$ cat src/xrg_pkg.sv
// Types and constants shared by the ranged generator modules.
// No dependencies.
package xrg_pkg;

    localparam int unsigned WORD_W   = 64;
    localparam int unsigned OUT_W    = 32;
    localparam int unsigned VALUE_W  = 33;
    localparam int unsigned LIMIT_W  = 31;
    localparam int unsigned REQ_W    = 3;
    localparam int unsigned NUM_SEED = 4;
    localparam int unsigned CNT_W    = 5;
    localparam int unsigned ADDR_W   = 5;

    // Request codes.
    localparam logic [REQ_W-1:0] REQ_RAW    = 3'd0;
    localparam logic [REQ_W-1:0] REQ_RANGE  = 3'd1;
    localparam logic [REQ_W-1:0] REQ_UNIT   = 3'd2;
    localparam logic [REQ_W-1:0] REQ_SIGNED = 3'd3;
    localparam logic [REQ_W-1:0] REQ_RESEED = 3'd4;

    // Generator constants.
    localparam int unsigned ROT_SCRAMBLE = 7;
    localparam int unsigned ROT_S3       = 45;
    localparam int unsigned SHIFT_T      = 17;
    localparam int unsigned SHIFT_MUL5   = 2;
    localparam int unsigned SHIFT_MUL9   = 3;
    localparam int unsigned FRAC_SHIFT   = 8;
    localparam logic [VALUE_W-1:0] SIGNED_OFFSET = 33'h1_0000_0000 >> FRAC_SHIFT;

    // Status codes.
    localparam logic STATUS_OK         = 1'b0;
    localparam logic STATUS_NOT_SEEDED = 1'b1;

    // Seed register reset values.
    localparam logic [WORD_W-1:0] SEED0_RESET = 64'd1;
    localparam logic [WORD_W-1:0] SEEDN_RESET = 64'd0;

    typedef logic [NUM_SEED-1:0][WORD_W-1:0] seed_arr_t;

    typedef enum logic [1:0] {
        KIND_ZERO_OK,
        KIND_NOT_SEEDED,
        KIND_DRAWN
    } out_kind_t;

    typedef enum logic {
        DIV_SRC_THRESH,
        DIV_SRC_WORD
    } div_src_t;

    typedef struct packed {
        logic      latch_in;
        logic      load_seeds;
        logic      draw;
        logic      scramble;
        logic      div_start;
        div_src_t  div_src;
        logic      thr_load;
        logic      out_load;
        out_kind_t out_kind;
    } cmd_t;

    typedef struct packed {
        logic [REQ_W-1:0] req_type;
        logic             limit_small;
        logic             seeded;
        logic             seeds_zero;
        logic             div_busy;
        logic             below_thr;
    } sts_t;

endpackage

$ cat src/xrg_dpath.sv
// Datapath of the ranged generator: state, scrambler, remainder unit, result.
// Depends on xrg_pkg.
module xrg_dpath (
    input  logic                                aclk,
    input  logic                                aresetn,
    input  xrg_pkg::cmd_t                       cmd,
    output xrg_pkg::sts_t                       sts,
    input  logic [xrg_pkg::REQ_W-1:0]           s_req_type,
    input  logic [xrg_pkg::LIMIT_W-1:0]         s_limit,
    input  xrg_pkg::seed_arr_t                  seeds,
    output logic signed [xrg_pkg::VALUE_W-1:0]  m_value,
    output logic                                m_status
);

    logic [xrg_pkg::WORD_W-1:0]  state_reg [xrg_pkg::NUM_SEED];
    logic                        seeded_reg;
    logic [xrg_pkg::REQ_W-1:0]   req_reg;
    logic [xrg_pkg::LIMIT_W-1:0] limit_reg;
    logic [xrg_pkg::WORD_W-1:0]  p_reg;
    logic [xrg_pkg::OUT_W-1:0]   w_reg;
    logic [xrg_pkg::OUT_W-1:0]   thr_reg;
    logic [xrg_pkg::OUT_W-1:0]   dvd_reg;
    logic [xrg_pkg::OUT_W-1:0]   rem_reg;
    logic [xrg_pkg::CNT_W-1:0]   cnt_reg;
    logic                        busy_reg;
    logic [xrg_pkg::VALUE_W-1:0] value_reg;
    logic                        status_reg;

    logic [xrg_pkg::WORD_W-1:0]  s0, s1, s2, s3, t, x3, mul5, p_next;
    logic [xrg_pkg::WORD_W-1:0]  mul9;
    logic [xrg_pkg::OUT_W-1:0]   rem_shift, rem_next, neg_limit;
    logic [xrg_pkg::VALUE_W-1:0] value_next;
    logic [xrg_pkg::OUT_W-1:0]   divisor;

    assign s0 = state_reg[0];
    assign s1 = state_reg[1];
    assign s2 = state_reg[2];
    assign s3 = state_reg[3];
    assign t  = s1 << xrg_pkg::SHIFT_T;
    assign x3 = s3 ^ s1;

    // s1 * 5, rotated left by 7; the * 9 follows in the next cycle.
    assign mul5   = (s1 << xrg_pkg::SHIFT_MUL5) + s1;
    assign p_next = (mul5 << xrg_pkg::ROT_SCRAMBLE)
                  | (mul5 >> (xrg_pkg::WORD_W - xrg_pkg::ROT_SCRAMBLE));
    assign mul9   = (p_reg << xrg_pkg::SHIFT_MUL9) + p_reg;

    // Restoring remainder, one dividend bit per cycle. The remainder stays
    // below the limit, so its top bit is always clear before the shift.
    assign divisor   = {1'b0, limit_reg};
    assign rem_shift = {rem_reg[xrg_pkg::OUT_W-2:0], dvd_reg[xrg_pkg::OUT_W-1]};
    assign rem_next  = (rem_shift >= divisor) ? (rem_shift - divisor) : rem_shift;
    assign neg_limit = '0 - divisor;

    always_comb begin
        value_next = '0;
        unique case (cmd.out_kind)
            xrg_pkg::KIND_ZERO_OK, xrg_pkg::KIND_NOT_SEEDED: value_next = '0;
            xrg_pkg::KIND_DRAWN: begin
                unique case (req_reg)
                    xrg_pkg::REQ_RANGE: value_next = {1'b0, rem_reg};
                    xrg_pkg::REQ_UNIT:
                        value_next = {{(xrg_pkg::FRAC_SHIFT + 1){1'b0}},
                                      w_reg[xrg_pkg::OUT_W-1:xrg_pkg::FRAC_SHIFT]};
                    xrg_pkg::REQ_SIGNED:
                        value_next = {{xrg_pkg::FRAC_SHIFT{1'b0}},
                                      w_reg[xrg_pkg::OUT_W-1:xrg_pkg::FRAC_SHIFT], 1'b0}
                                   - xrg_pkg::SIGNED_OFFSET;
                    default: value_next = {1'b0, w_reg};
                endcase
            end
            default: value_next = '0;
        endcase
    end

    always_ff @(posedge aclk) begin
        if (!aresetn) begin
            for (int i = 0; i < xrg_pkg::NUM_SEED; i++) begin
                state_reg[i] <= '0;
            end
            seeded_reg <= 1'b0;
            busy_reg   <= 1'b0;
            cnt_reg    <= '0;
        end else begin
            if (cmd.load_seeds) begin
                for (int i = 0; i < xrg_pkg::NUM_SEED; i++) begin
                    state_reg[i] <= seeds[i];
                end
                seeded_reg <= 1'b1;
            end else if (cmd.draw) begin
                state_reg[0] <= s0 ^ x3;
                state_reg[1] <= s1 ^ s2 ^ s0;
                state_reg[2] <= s2 ^ s0 ^ t;
                state_reg[3] <= (x3 << xrg_pkg::ROT_S3)
                              | (x3 >> (xrg_pkg::WORD_W - xrg_pkg::ROT_S3));
            end
            if (cmd.div_start) begin
                busy_reg <= 1'b1;
                cnt_reg  <= '0;
            end else if (busy_reg) begin
                cnt_reg <= cnt_reg + 1'b1;
                if (cnt_reg == '1) begin
                    busy_reg <= 1'b0;
                end
            end
        end
    end

    always_ff @(posedge aclk) begin
        if (cmd.latch_in) begin
            req_reg   <= s_req_type;
            limit_reg <= s_limit;
        end
        if (cmd.draw) begin
            p_reg <= p_next;
        end
        if (cmd.scramble) begin
            w_reg <= mul9[xrg_pkg::WORD_W-1:xrg_pkg::WORD_W-xrg_pkg::OUT_W];
        end
        if (cmd.div_start) begin
            dvd_reg <= (cmd.div_src == xrg_pkg::DIV_SRC_WORD) ? w_reg : neg_limit;
            rem_reg <= '0;
        end else if (busy_reg) begin
            dvd_reg <= dvd_reg << 1;
            rem_reg <= rem_next;
        end
        if (cmd.thr_load) begin
            thr_reg <= rem_reg;
        end
        if (cmd.out_load) begin
            value_reg  <= value_next;
            status_reg <= (cmd.out_kind == xrg_pkg::KIND_NOT_SEEDED)
                        ? xrg_pkg::STATUS_NOT_SEEDED : xrg_pkg::STATUS_OK;
        end
    end

    assign sts.req_type    = req_reg;
    assign sts.limit_small = (limit_reg[xrg_pkg::LIMIT_W-1:1] == '0);
    assign sts.seeded      = seeded_reg;
    assign sts.seeds_zero  = (seeds == '0);
    assign sts.div_busy    = busy_reg;
    assign sts.below_thr   = (w_reg < thr_reg);

    assign m_value  = value_reg;
    assign m_status = status_reg;

endmodule

$ cat src/xrg_ctrl.sv
// Controller of the ranged generator: request sequencing and result handshake.
// Depends on xrg_pkg.
module xrg_ctrl (
    input  logic          aclk,
    input  logic          aresetn,
    input  logic          s_valid,
    output logic          s_ready,
    output logic          m_valid,
    input  logic          m_ready,
    output xrg_pkg::cmd_t cmd,
    input  xrg_pkg::sts_t sts
);

    typedef enum logic [2:0] {
        ST_IDLE,
        ST_DISPATCH,
        ST_THRESH,
        ST_DRAW,
        ST_SCRAMBLE,
        ST_CHECK,
        ST_MOD,
        ST_DONE
    } state_t;

    state_t              state_reg, state_next;
    xrg_pkg::out_kind_t  kind_reg, kind_next;
    logic                m_valid_reg, m_valid_next;

    always_comb begin
        state_next   = state_reg;
        kind_next    = kind_reg;
        cmd          = '0;
        cmd.out_kind = kind_reg;
        cmd.latch_in = s_valid && (state_reg == ST_IDLE);
        unique case (state_reg)
            ST_IDLE: begin
                if (s_valid) begin
                    state_next = ST_DISPATCH;
                end
            end
            ST_DISPATCH: begin
                priority if (sts.req_type == xrg_pkg::REQ_RESEED) begin
                    if (sts.seeds_zero) begin
                        kind_next = xrg_pkg::KIND_NOT_SEEDED;
                    end else begin
                        kind_next      = xrg_pkg::KIND_ZERO_OK;
                        cmd.load_seeds = 1'b1;
                    end
                    state_next = ST_DONE;
                end else if (sts.req_type > xrg_pkg::REQ_RESEED) begin
                    kind_next  = xrg_pkg::KIND_ZERO_OK;
                    state_next = ST_DONE;
                end else if (sts.req_type == xrg_pkg::REQ_RANGE && sts.limit_small) begin
                    kind_next  = xrg_pkg::KIND_ZERO_OK;
                    state_next = ST_DONE;
                end else if (!sts.seeded && sts.seeds_zero) begin
                    kind_next  = xrg_pkg::KIND_NOT_SEEDED;
                    state_next = ST_DONE;
                end else begin
                    cmd.load_seeds = !sts.seeded;
                    if (sts.req_type == xrg_pkg::REQ_RANGE) begin
                        cmd.div_start = 1'b1;
                        cmd.div_src   = xrg_pkg::DIV_SRC_THRESH;
                        state_next    = ST_THRESH;
                    end else begin
                        state_next = ST_DRAW;
                    end
                end
            end
            ST_THRESH: begin
                if (!sts.div_busy) begin
                    cmd.thr_load = 1'b1;
                    state_next   = ST_DRAW;
                end
            end
            ST_DRAW: begin
                cmd.draw   = 1'b1;
                state_next = ST_SCRAMBLE;
            end
            ST_SCRAMBLE: begin
                cmd.scramble = 1'b1;
                state_next   = ST_CHECK;
            end
            ST_CHECK: begin
                priority if (sts.req_type != xrg_pkg::REQ_RANGE) begin
                    kind_next  = xrg_pkg::KIND_DRAWN;
                    state_next = ST_DONE;
                end else if (sts.below_thr) begin
                    state_next = ST_DRAW;
                end else begin
                    cmd.div_start = 1'b1;
                    cmd.div_src   = xrg_pkg::DIV_SRC_WORD;
                    state_next    = ST_MOD;
                end
            end
            ST_MOD: begin
                if (!sts.div_busy) begin
                    kind_next  = xrg_pkg::KIND_DRAWN;
                    state_next = ST_DONE;
                end
            end
            ST_DONE: begin
                if (!m_valid_reg || m_ready) begin
                    cmd.out_load = 1'b1;
                    state_next   = ST_IDLE;
                end
            end
            default: state_next = ST_IDLE;
        endcase

        if (cmd.out_load) begin
            m_valid_next = 1'b1;
        end else if (m_ready) begin
            m_valid_next = 1'b0;
        end else begin
            m_valid_next = m_valid_reg;
        end
    end

    always_ff @(posedge aclk) begin
        if (!aresetn) begin
            state_reg   <= ST_IDLE;
            kind_reg    <= xrg_pkg::KIND_ZERO_OK;
            m_valid_reg <= 1'b0;
        end else begin
            state_reg   <= state_next;
            kind_reg    <= kind_next;
            m_valid_reg <= m_valid_next;
        end
    end

    assign s_ready = (state_reg == ST_IDLE);
    assign m_valid = m_valid_reg;

endmodule

$ cat src/xoshiro256ss_ranged_generator_unit.sv
// Top level of the xoshiro256** ranged generator: seed registers and APB port.
// Depends on xrg_pkg, xrg_ctrl and xrg_dpath.
//
// Usage. A request word on the s_ channel (s_req_type, s_limit) asks for one
// draw: raw 32-bit word, a value in 0..limit-1, a 24-bit unit fraction, a
// signed fraction, or a reseed from the four 64-bit seed registers. Every
// request gives exactly one result word on the m_ channel (m_value, m_status).
// The seed registers sit at byte addresses 0, 8, 16 and 24 of the APB port and
// are copied into the generator on a reseed request and when it seeds itself.
//
// Sequencing. The block works on one request at a time and takes a new one only
// in its idle state, which it reenters when a result is written. Raw, unit and
// signed draws go from dispatch through the draw, scramble and check states to
// the result. Range draws run the remainder unit twice (threshold, then the final
// modulo), plus a draw, scramble and check per rejected word. Reseed, unused
// codes, limits of 0 or 1 and not-seeded results go from dispatch to the result.
//
// Reset clears the generator state, the seeded flag and both channels; seed
// word 0 resets to 1, the others to 0. The result sits in an output register:
// while the receiver stalls, the next request is accepted and processed, and
// only its final write to the output register waits for the slot to free up.
module xoshiro256ss_ranged_generator_unit (
    input  logic                                aclk,
    input  logic                                aresetn,
    input  logic                                s_valid,
    output logic                                s_ready,
    input  logic [xrg_pkg::REQ_W-1:0]           s_req_type,
    input  logic [xrg_pkg::LIMIT_W-1:0]         s_limit,
    output logic                                m_valid,
    input  logic                                m_ready,
    output logic signed [xrg_pkg::VALUE_W-1:0]  m_value,
    output logic                                m_status,
    input  logic                                psel,
    input  logic                                penable,
    input  logic                                pwrite,
    input  logic [xrg_pkg::ADDR_W-1:0]          paddr,
    input  logic [xrg_pkg::WORD_W-1:0]          pwdata,
    output logic [xrg_pkg::WORD_W-1:0]          prdata,
    output logic                                pready
);

    xrg_pkg::seed_arr_t seed_reg;
    xrg_pkg::cmd_t      cmd;
    xrg_pkg::sts_t      sts;
    logic [1:0]         reg_idx;

    // Registers are 8 bytes apart, so the index is the address above bit 2.
    assign reg_idx = paddr[xrg_pkg::ADDR_W-1:3];
    assign pready  = 1'b1;
    assign prdata  = seed_reg[reg_idx];

    always_ff @(posedge aclk) begin
        if (!aresetn) begin
            seed_reg[0] <= xrg_pkg::SEED0_RESET;
            seed_reg[1] <= xrg_pkg::SEEDN_RESET;
            seed_reg[2] <= xrg_pkg::SEEDN_RESET;
            seed_reg[3] <= xrg_pkg::SEEDN_RESET;
        end else if (psel && penable && pwrite && pready) begin
            seed_reg[reg_idx] <= pwdata;
        end
    end

    // The controller sequences each request; the datapath holds the state.
    xrg_ctrl u_ctrl (
        .aclk    (aclk),
        .aresetn (aresetn),
        .s_valid (s_valid),
        .s_ready (s_ready),
        .m_valid (m_valid),
        .m_ready (m_ready),
        .cmd     (cmd),
        .sts     (sts)
    );

    xrg_dpath u_dpath (
        .aclk       (aclk),
        .aresetn    (aresetn),
        .cmd        (cmd),
        .sts        (sts),
        .s_req_type (s_req_type),
        .s_limit    (s_limit),
        .seeds      (seed_reg),
        .m_value    (m_value),
        .m_status   (m_status)
    );

endmodule

$ cat config.mk
export PLATFORM = sky130hd
export DESIGN_NAME = xoshiro256ss_ranged_generator_unit
export DESIGN_NICKNAME = d
export VERILOG_FILES = /design/src/xrg_pkg.sv /design/src/xrg_dpath.sv /design/src/xrg_ctrl.sv /design/src/xoshiro256ss_ranged_generator_unit.sv
export SDC_FILE = /design/constraint.sdc
export NUM_CORES = 2
export LEC_CHECK = 0
export ABC_AREA = 0
export BUFFER_PORTS_ARGS = -buffer_cell sky130_fd_sc_hd__buf_2
export CAP_MARGIN = 20
export CORE_UTILIZATION = 51
export CTS_BUF_LIST = sky130_fd_sc_hd__clkbuf_8 sky130_fd_sc_hd__clkbuf_16
export CTS_CLUSTER_DIAMETER = 80
export CTS_CLUSTER_SIZE = 28
export DETAILED_ROUTE_END_ITERATION = 7
export PLACE_DENSITY_LB_ADDON = 0.05
export SETUP_SLACK_MARGIN = 0.05
export SYNTH_ARGS = -nofsm -noshare
export SYNTH_HDL_FRONTEND = slang
export SYNTH_SLANG_ARGS = --single-unit
$ cat constraint.sdc
create_clock -name aclk -period 5.9 [get_ports aclk]
set_input_delay 0.885 -clock aclk [delete_from_list [all_inputs] [get_ports aclk]]
set_output_delay 0.885 -clock aclk [all_outputs]
set_load 0.005 [all_outputs]
---- After elaboration in Yosys (flattened, before gate mapping) ----
Memories as Yosys holds them, arrays and structs flattened.
Cells that the tools add are included.
storage, ports and cells
  flip-flop bits (word level) ............. 529
  bits in latches ......................... 0
  memory bits (writable) .................. 256
  memory bits (read-only) ................. 0
  input bits .............................. 110
  output and inout port bits .............. 101
  logic and storage cells ................. 159
  memories ................................ 1
operators by class
  add/sub/neg operators ................... 6
  $mul .................................... 0
  divide/modulo/power cells ............... 0
  magnitude comparators ................... 5
  equality and inequality tests ........... 21
  shifts and indexed selects .............. 0
  muxes and demuxes ....................... 72
  bitwise logic cells ..................... 17
  reductions and logical operators ........ 18
memories
  name               words  width  read ports  clocked after Yosys merged registers in  write ports  RTL line         text
  u_dpath.state_reg  4      64     4           0                                        4            xrg_dpath.sv:15  logic [xrg_pkg::WORD_W-1:0] state_reg [xrg_pkg::NUM_SEED];
operator list
  kind                                                                    count
  64-bit two-way mux                                                      10
  64-bit bitwise XOR                                                      6
  256-bit bitwise mux                                                     1
  256-bit zero test                                                       1
  64-bit adder                                                            2
  64-bit binary-select mux with 2-bit select                              1
  64-bit demux with 2-bit select                                          1
  32-bit two-way mux                                                      4
  33-bit case mux with 3 select lines                                     1
  64-bit by 45-bit bitwise OR with 64-bit output                          1
  64-bit by 7-bit bitwise OR with 64-bit output                           1
  32-bit by 31-bit greater-or-equal comparator with 1-bit output          1
  32-bit < comparator                                                     1
  1-bit by 31-bit subtractor with 32-bit output (first input constant)    1
  32-bit by 31-bit subtractor with 32-bit output                          1
  30-bit zero test                                                        1
  3-bit two-way mux                                                       10
  1-bit two-way mux                                                       28
  2-bit two-way mux                                                       13
  25-bit by 25-bit subtractor with 26-bit output (second input constant)  1
  3-bit case mux with 8 select lines                                      1
  3-bit == test (second input constant)                                   5
  3-bit by 2-bit == test with 1-bit output (second input constant)        4
  1-bit bitwise OR                                                        8
  other kinds (23)                                                        35

---- Logic depth before layout (Yosys ltp) ----
  depth in word-level cells ............... 12
  depth in mapped cells ................... 15
  mapped depth without buffers ............ 13

---- By module ----
From an unflattened synthesis, not the netlist that was laid out.
second synthesis, totals
  cells, all modules ...................... 4330
  area, all modules ....................... 43933.4 sq um
by module, submodules not included
  module                              times used  cells an instance  area each (sq um)  sequential area each (sq um)
  xrg_dpath                           1           3279               32648.8            15314.7
  xoshiro256ss_ranged_generator_unit  1           983                10794.1            5124.9
  xrg_ctrl                            1           68                 490.5              120.1

---- Worst setup path after synthesis ----
Ideal clock, no wire load.
  kind .................................... register to register
  from .................................... reg u_ctrl.state_reg[2]
  to ...................................... mem u_dpath.state_reg[0][0] (netlist name), enable pin
  library setup time ...................... 0.435 ns
  arrival ................................. 5.187 ns
  data required time ...................... 5.465 ns
  path slack .............................. 0.278 ns
  cell stages (with the launch flop) ...... 5
  buffers on the path ..................... 2
  clock period less this slack ............ 5.622 ns
  cell sequence ........................... dfxtp_1 clkbuf_1 buf_1 nor2_1 nand3b_1
RTL lines
  element                 RTL line         text
  from (decl)             xrg_ctrl.sv:25   state_t state_reg, state_next;
  from (signal assigned)  xrg_ctrl.sv:126  state_reg <= state_next;
  to (decl)               xrg_dpath.sv:15

==> results.cfg <==
[setup_path]
crit_end = u_dpath.state_reg[2][62]
cp.depth = 7
cp-start-kind = flip-flop
worst_ep_arrival_time_ps = 4900
worstPathMaxFanout = 59
r2r_end = u_dpath.state_reg[2][62]
crit_start = seed_reg[31]
path_delay_family = simple AND/OR/NAND/NOR gates
path_cells = nor4_1, nand4_1, nor4_1, nand4_1, nand3_1, nand3b_1, buf_4
cp_slowest_cell = nor4_1
end_kind = flip-flop
rr_startpoint = seed_reg[31]
regToRegSetupSlack_ps = 1200
path_class = reg2reg
slowest_delay_ps = 920
crit_buf_inv = 1
cp_data_required_time_ps = 6110
reg2regPathDepth = 7

[synthesis]
synth_top_flop_cell = edfxtp_1
ys_ff_latch = 785
post-synth-top-area-cell = edfxtp_1
ys_async_sr_fraction_pct = 0
synth_edf_count = 484
synthCells = 4493
yosysWarnings = 0
synth_nets = 4790
syn-cell-area_sq_mm = 0.04310
syn_avg_cell_area_sq_um = 9.594
yosysSeqAreaShare_pct = 47.70
ys_types = 88
synth_area_leaders = edfxtp_1, dfxtp_1, nand2_1
synth_top_area_share_pct = 33.72

[die]
start_util_pct = 51.51
num_rows = 106
die_w_microns = 292.7
die_y_microns = 292.7
die_area_sq_mm = 0.08569
core_region_area_sq_mm = 0.08369
num_io_pins = 211

[place]
pre_cts_slack_ps = 1447
dp_hpwl_microns = 102300
numPortBuffers = 206
globalplace.congestion = 0.9366

[detailed_routing]
ant_nets = 0
drtIter0Drc = 3522
wl_per_cell_microns = 24.95
drc = 0
vias = 34617
drt_first_pass_iters = 6
drt-total-wl_microns = 143300
viasPerCell = 6.028

[final_layout]
final_core_util_pct = 56.02
syn_to_final_growth_pct = 8.763
layout-drive-gt1-share_pct = 10.40
n_fill_cell = 7602
mostFrequentLayoutCells = nand2_1, a21oi_1, edfxtp_1
nets = 4867
final_common_cell = nand2_1

[flow_run]
drv_cap = 0

[power_and_ir_drop]
p_per_area_mw_per_mm2 = 349.7
p_leak_nw = 17.63
ir_drop_mv = 0.2728

[grt]
grt_usage_pct = 33.09
grt_pass1_vias = 33029
grt_overflow = 0
antenna_found_initial = 5
grt_max_degree = 129
grt_pass1_wl_microns = 213200

[cts]
cts_root_buf = clkbuf_16
clock_sinks = 785
cts_buffers = 46
cts_buffer_depth = 3
post_cts_buffers = 0
cts-hold-fix-buffers = 0
cts_tree = yes
cts.htree.levels = 2
clk_latency_ps = 650
clk_pin_slew_ps = 100
cts_resized = 0

[sta]
maxSlewHeadroom_pct = 13.63
fin_crit_sh_pct = 79.62
slew_violations = 0
finalHoldViolations = 0
period_minus_slack_ps = 4698
timing.fmax_mhz = 212.9
finalClockSkew_ps = 58.65
tightest_slew_ps = 1286
whs_ps = 437.9
setup_ws_ps = 1202
setup_viol = 0
fin_setup_tns_ps = 0
rsz0062_at_grt = false

[status]
status = completed

[hold_path]
hold_class = in2reg
-- cells in the mapped netlist (all sizes together), types with 64 or more instances --
cell and instances:
mux4 64, xnor2 231, nor4 78, xor2 215, dfxtp 301, nand2 918, clkbuf 212, nor2 195
o21ai 373, inv 119, ha 185, a21o 93, a21oi 489, edfxtp 484
-- routing by layer --
| layer | vias up | global-route usage [%] | part of all wire [%] |
|---|---|---|---|
| met5 | - | 0 | 0.017 |
| li1 | 16224 | - | - |
| met4 | 4 | 19.13 | 6.7 |
| met2 | 1364 | 54.56 | 47 |
| met1 | 16724 | 42.25 | 40 |
| met3 | 301 | 3.688 | 6.7 |
-- stage by stage --
step / cells / cell area [sq um] / total power, W
5_1_grt: 5741 / 46880 / 0.01717
3_5_place_dp: 5656 / 45230 / 0.01259
4_1_cts: 5740 / 46870 / 0.01640
3_3_place_gp: 5654 / 45210 / 0.01255
6_report: 5743 / 46880 / 0.01639
2_1_floorplan: 4493 / 43100 / 0.01087
-- worst reg2reg max path, cell delays in order (launching register included) --
cell and delay [ps]:
dfxtp_1 370, nor4_1 930, nand4_1 520, nor4_1 360, nand4_1 470, nand3_1 590, nand3b_1 390, buf_4 570
-- area by class of cell --
class,count,area (sq um),share of cell area [%]
antenna,3,7.507,0.01601
multi-input combinational,3353,21270,45.37
sequential,785,20560,43.86
clock buffer,47,1176,2.509
tap,1134,1419,3.027
timing repair buffer,264,1521,3.245
clock inverter,37,470.5,1.003
inverter,120,457.9,0.9768
-- logic make-up (layout without fill, tap and decap cells) --
| kind of cell | after synthesis | after routing | synth area share [%] |
|---|---|---|---|
| mux | 95 | 95 | 4.067 |
| buf+inv | 355 | 468 | 3.123 |
| compound gates | 1193 | 1193 | 16.41 |
| simple gates | 1431 | 1431 | 14.17 |
| fa+ha+maj | 187 | 187 | 5.463 |
| xor+xnor | 446 | 446 | 9.062 |
| flops | 785 | 785 | 47.70 |
| other cells | 1 | 4 | 0.008700 |
-- how the worst min path moves through the flow --
stage	from	to	slack, ps	depth (start not counted)
floorplan	u_dpath.rem_reg[31]	u_dpath.thr_reg[31]	430	0
global placement	u_dpath.seeded_reg	u_dpath.seeded_reg	470	2
detailed placement	u_dpath.seeded_reg	u_dpath.seeded_reg	470	2
CTS	s_limit[0]	u_dpath.limit_reg[0]	410	1
global route	s_limit[10]	u_dpath.limit_reg[10]	420	1
finish	s_limit[0]	u_dpath.limit_reg[0]	440	1
-- report_power, final --
group,internal [W],switching (W),total [W]
clock network,0.00174,0.00211,0.00384
logic,0.00194,0.00304,0.00498
registers,0.00666,0.000905,0.00757
total,0.0103,0.00605,0.0164
Power figures use the tool's default switching activity.
